`src/sv/qmm_pkg.sv`:
```
// Package for the quad motor mixer: fixed-point constants, state codes and
// the sequencer-to-datapath control struct. No dependencies.
`default_nettype none
package qmm_pkg;
  localparam int FracBits = 14;
  localparam int NumMotors = 4;
  localparam logic signed [19:0] OneQ = 20'sd16384;
  localparam logic signed [19:0] HalfOneQ = 20'sd8192;
  localparam logic signed [19:0] StepSmall = 20'sd82;
  localparam logic signed [19:0] StepLarge = 20'sd164;
  localparam logic signed [19:0] TinyQ = 20'sd2;
  localparam logic signed [19:0] MilliQ = 20'sd16;
  localparam logic signed [19:0] TenthQ = 20'sd1638;

  localparam logic [2:0] REG_CURVE_A = 3'd0;
  localparam logic [2:0] REG_CURVE_B = 3'd1;
  localparam logic [2:0] REG_CURVE_C = 3'd2;
  localparam logic [2:0] REG_RED_MAX = 3'd3;
  localparam logic [2:0] REG_INC_MAX = 3'd4;
  localparam logic [2:0] REG_PERCENT = 3'd5;
  localparam logic [2:0] REG_MOTOR_MAX = 3'd6;
  localparam logic [2:0] REG_ENABLES = 3'd7;

  typedef enum logic [3:0] {
    ST_IDLE, ST_MIX, ST_FILT, ST_SCALE_O, ST_SCALE_U, ST_CORR,
    ST_CLIP, ST_SQR, ST_POLY_A, ST_POLY_B, ST_FINISH, ST_DECAY_O, ST_DECAY_U, ST_OUT
  } qmm_state_t;

  // multiply operand selects for the shared multiplier
  typedef enum logic [2:0] {
    MUL_PCT_O, MUL_PCT_U, MUL_SQR, MUL_A, MUL_B, MUL_DEC_O, MUL_DEC_U
  } qmm_mop_t;

  typedef struct packed {
    logic     mul_go;
    qmm_mop_t mop;
    logic [1:0] motor;
  } qmm_ctrl_t;

  // round half away from zero of p/100 by reciprocal multiply, |p| below 2^22
  function automatic logic signed [19:0] div_round100(input logic signed [27:0] p);
    logic [27:0] mg;
    logic [51:0] q;
    mg = p[27] ? 28'(-p) : 28'(p);
    q = (52'(mg + 28'd50) * 52'd5368710) >> 29;
    return p[27] ? -20'(signed'(q[19:0])) : 20'(signed'(q[19:0]));
  endfunction
  // round half away from zero of p/25 by reciprocal multiply, |p| below 2^20
  function automatic logic signed [19:0] div_round25(input logic signed [27:0] p);
    logic [27:0] mg;
    logic [47:0] q;
    mg = p[27] ? 28'(-p) : 28'(p);
    q = (48'(mg + 28'd12) * 48'd671089) >> 24;
    return p[27] ? -20'(signed'(q[19:0])) : 20'(signed'(q[19:0]));
  endfunction
endpackage
`default_nettype wire

```
`src/sv/qmm_mul.sv`:
```
// Shared registered signed multiplier, 20x20 -> 40 bits.
// Depends on qmm_pkg.
`default_nettype none
module qmm_mul import qmm_pkg::*; (
  input  wire logic               clk,
  input  wire logic               go,
  input  wire logic signed [19:0] a,
  input  wire logic signed [19:0] b,
  output logic signed [39:0]      p_r
);
  logic signed [39:0] p_nxt;
  assign p_nxt = go ? a * b : p_r;
  always_ff @(posedge clk) begin
    p_r <= p_nxt;
  end
endmodule
`default_nettype wire

```
`config.mk`:
```
export PLATFORM = sky130hd
export DESIGN_NAME = qmm_mul
export DESIGN_NICKNAME = d
export VERILOG_FILES = /design/src/sv/qmm_pkg.sv /design/src/sv/qmm_mul.sv
export SDC_FILE = /design/constraint.sdc
export NUM_CORES = 1
export LEC_CHECK = 0
export BUFFER_PORTS_ARGS = -buffer_cell sky130_fd_sc_hd__buf_2
export CORE_MARGIN = 2
export CORE_UTILIZATION = 60
export CTS_BUF_LIST = sky130_fd_sc_hd__clkbuf_2
export CTS_CLUSTER_DIAMETER = 80
export DETAILED_ROUTE_END_ITERATION = 7
export GPL_ROUTABILITY_DRIVEN = 1
export PLACE_DENSITY = 0.92
export SETUP_SLACK_MARGIN = 0.4
export SLEW_MARGIN = 20
export SYNTH_ARGS = -nofsm -noshare
export SYNTH_HDL_FRONTEND = slang
export SYNTH_SLANG_ARGS = --single-unit
export TNS_END_PERCENT = 5
```
`constraint.sdc`:
```
create_clock -name clk -period 9 [get_ports clk]
set_input_delay 2.7 -clock clk [delete_from_list [all_inputs] [get_ports clk]]
set_output_delay 2.7 -clock clk [all_outputs]
set_load 0.005 [all_outputs]
```
Yosys cells after proc, flatten, opt, wreduce, memory -nomap -nowiden
Index checks and enable logic that the tools add are counted.
- bits in latches: 0
- ROM bits: 0
- output and inout port bits: 40
- memories: 0
- logic and storage cells: 2
- bits in registers: 40
- bits in writable memories: 0
- bits of input ports: 42
- eq/ne operators: 0
- reductions and logical operators: 0
- mux-type cells: 0
- divide/modulo/power cells: 0
- multipliers: 1
- add/sub/neg operators: 0
- bitwise operators: 0
- $lt $le $gt $ge: 0
- shifts and indexed selects: 0
- operators by type and width (operator ; number):
    $mul A20 B20 Y40 ; 1

Logic depth before layout (Yosys ltp)
- word-level depth: 1
- gate-level depth with buffers: 25
- gate-level depth less buffers: 23

Worst setup path before layout
OpenSTA, ideal clock, no wires.
- path type: in2reg
- start point: input a[19]
- end point: register p_r[38], data pin
- buffers on the path: 1
- stages: 21
- data arrival time: 8749 ps
- data required time: 8733 ps
- setup slack: -16 ps
- setup time: 267 ps
- cells stage by stage: clkbuf_1 > nand2_1 > fa_1 > inv_1 > fa_1 > inv_1 > fa_1 > fa_1 > inv_1 > fa_1 > inv_1 > fa_1 > fa_1 > inv_1 > ha_1 > a21o_1 > a21o_1 > a2111oi_0 > o41ai_1 > o41ai_1 > a31oi_1
- longest elaborated chain between the ends: 1
- RTL lines (what ; line ; RTL):
    start: declaration ; qmm_mul.sv:7 ; input wire logic signed [19:0] a,
    $mul A20 B20 Y40 ; qmm_mul.sv:12 ; assign p_nxt = go ? a * b : p_r;
    end signal: assignment ; qmm_mul.sv:14 ; p_r <= p_nxt;
    end: declaration ; qmm_mul.sv:9 ; output logic signed [39:0] p_r
No other way between the ends.
A chain may end at the register's enable or synchronous reset.

Final worst setup path
- start point: input a[10]
- end point: register p_r[29], data pin
Same word-level chain as after synthesis.

==> flow_metrics.env <==
export IMPL_cp_start_kind="primary input"
export IMPL_setup_viol=0
export IMPL_critical_path_class="in -> reg"
export IMPL_path_clk_slew_ps=210
export IMPL_critPathMaxFanout=10
export IMPL_avgSynthCellArea_um2=9.50
export IMPL_vias_per_cell=5.77
export IMPL_boundaryPins=82
export IMPL_arrival_ps=8810
export IMPL_setup_tns_ps=0
export IMPL_rows=60
export IMPL_synth_ff_type="edfxtp_1"
export IMPL_yosysMostFrequentCell="inv_1"
export IMPL_netlist_area_mm2=0.0166
export IMPL_cts_tree="done"
export IMPL_ys_top_cells_by_area="fa_1, inv_1, and2_1, ha_1, edfxtp_1"
export IMPL_max_slew_margin_rel=0.397
export IMPL_cts_buffers=5
export IMPL_utilization=0.676
export IMPL_drt_wl_total_um=42600
export IMPL_clock_root_buffer="clkbuf_2"
export IMPL_async_flop_share=0
export IMPL_grt_max_degree=41
export IMPL_dpl_worst_slack_ps=-132
export IMPL_die_width_um=170
export IMPL_fmax_ghz=0.116
export IMPL_ys_top_cells_by_count="inv_1, fa_1, and2_1, nand2_1, ha_1"
export IMPL_crit_required_ps=9190
export IMPL_grt_pass1_wl_um=69900
export IMPL_status="complete, no violations"
export IMPL_slew_violations=0
export IMPL_fillers=1930
export IMPL_tightestPinTransition_ps=905
export IMPL_numPortBuffers=81
export IMPL_first_iter_violations=902
export IMPL_synth_warnings=0
export IMPL_cts_htree_levels=2
export IMPL_drt_pass1_iter_count=7
export IMPL_area_growth_synth_to_final_pct=10.1
export IMPL_synth_top_area_share=0.507
export IMPL_ant_nets=0
export IMPL_die_h_um=170
export IMPL_grt_pass1_vias=14600
export IMPL_place_congestion=0.967
export IMPL_overflow=0
export IMPL_routedWlPerCell_um=19.5
export IMPL_hold_class="in -> reg"
export IMPL_largest_reg_flops=40
export IMPL_drc=0
export IMPL_synthDistinctLibCells=56
export IMPL_antenna_found_initial=1
export IMPL_die_area_mm2=0.0290
export IMPL_syn_inst=1746
export IMPL_layout_drive_gt1_share=0.136
export IMPL_syn_nets=2315
export IMPL_synth_top_area_cell="fa_1"
export IMPL_regMostFlops="p_r"
export IMPL_ys_seq_area_frac=0.0724
export IMPL_synth_edf_count=40
export IMPL_grt_setup_unrepaired="no"
export IMPL_yosys_register_bits=40
export IMPL_drv_cap=0
export IMPL_min_period_over_period=0.958
export IMPL_grt_total_usage=0.313
export IMPL_clock_sinks=40
export IMPL_core_area_mm2=0.0270
export IMPL_finalCriticalPeriod_ps=8620
export IMPL_clockBufferDepth=2
export IMPL_route_vias_total=12600
export IMPL_cp_end_kind="register"
export IMPL_worst_hold_slack_ps=2890
export IMPL_reg_top3="p_r: 40 flops"
export IMPL_dp_hpwl_um=36500
export IMPL_nNetsFinal=2408
export IMPL_hold_buffers=0
export IMPL_worst_slack_ps=378
export IMPL_hold_viol_final=0
export IMPL_initial_utilization=0.614
## per-layer routing
layer	global-route usage	up-vias	share of wire
met4	0.190	0	0.071
met5	0	-	0
met1	0.336	6370	0.32
met2	0.583	709	0.53
met3	0.0449	224	0.075
li1	-	5287	-
## final timing paths
check   from                 to  slack (ps)  cells past startpoint
max    a[10]  p_r[29]$_DFFE_PP_         380                     21
min     b[0]   p_r[0]$_DFFE_PP_        2890                      2
## kinds of logic (layout without fill, tap and decap cells)
kind of cell / Yosys count / in the layout / synth area share
AOI/OAI and AO/OA: 115 / 115 / 0.0472
xor gates and xnor gates: 35 / 35 / 0.0185
adders and majority gates: 527 / 527 / 0.588
buffers and inverters: 527 / 621 / 0.119
DFF: 40 / 40 / 0.0724
muxes: 4 / 4 / 0.00249
other: 0 / 1 / 0
and+or+nand+nor: 498 / 498 / 0.152
## worst max-delay path: stages
cell and delay [ps]:
clkbuf_4 180, buf_6 170, and2_1 170, fa_1 480, inv_1 60, fa_1 520, fa_1 550, inv_1 60
fa_1 570, fa_1 450, fa_1 530, fa_1 460, ha_4 320, nand2_1 80, o31a_1 360, buf_4 180
nor3_1 230, o31a_1 270, o21a_1 190, mux2i_1 190, nand2_1 80
## through the flow
step / area [µm²] / instances
floorplan: 16800 / 1746
global placement: 17900 / 2169
detailed placement: 17900 / 2169
CTS: 18000 / 2177
global route: 18300 / 2182
finish: 18300 / 2182
## repair_timing
| item | CTS | global route |
|---|---|---|
| pin swaps | 0 | 24 |
| setup buffers | 0 | 4 |
| setup endpoints to repair | 3 | 15 |
| resized for setup | 3 | 91 |
## cell usage in the layout (no fill, tap or decap), types with 3 or more instances in the layout
cell	count
xor2_1	10
o21ai_0	18
and2_4	5
inv_1	436
buf_2	54
a21oi_1	27
inv_2	7
clkbuf_4	14
nand2_2	5
nor2b_1	5
clkbuf_2	6
nor3_1	18
nor2_1	38
xnor2_1	25
nand3_1	6
a21oi_2	3
a31oi_1	4
ha_2	4
buf_4	90
edfxtp_1	40
ha_4	7
o31a_1	3
nand2_1	183
o21a_1	4
mux2i_1	3
ha_1	96
a211oi_1	9
fa_1	404
buf_6	6
fa_2	16
nand2b_1	7
a21o_1	13
and2_1	213
buf_12	4
## cell type report
cell class | count | area, µm² | area share
Inverter | 444 | 1670 | 0.0914
Tap cell | 341 | 427 | 0.0234
Timing Repair Buffer | 169 | 1210 | 0.0664
Antenna cell | 1 | 2.50 | 0.000137
Sequential cell | 40 | 1200 | 0.0658
Clock buffer | 6 | 30.0 | 0.00164
Multi-Input combinational cell | 1179 | 13700 | 0.751
Clock inverter | 2 | 11.3 | 0.000616
Power is not shown: default switching activity piles up to over one toggle a cycle in this logic, so the estimate is an artifact.
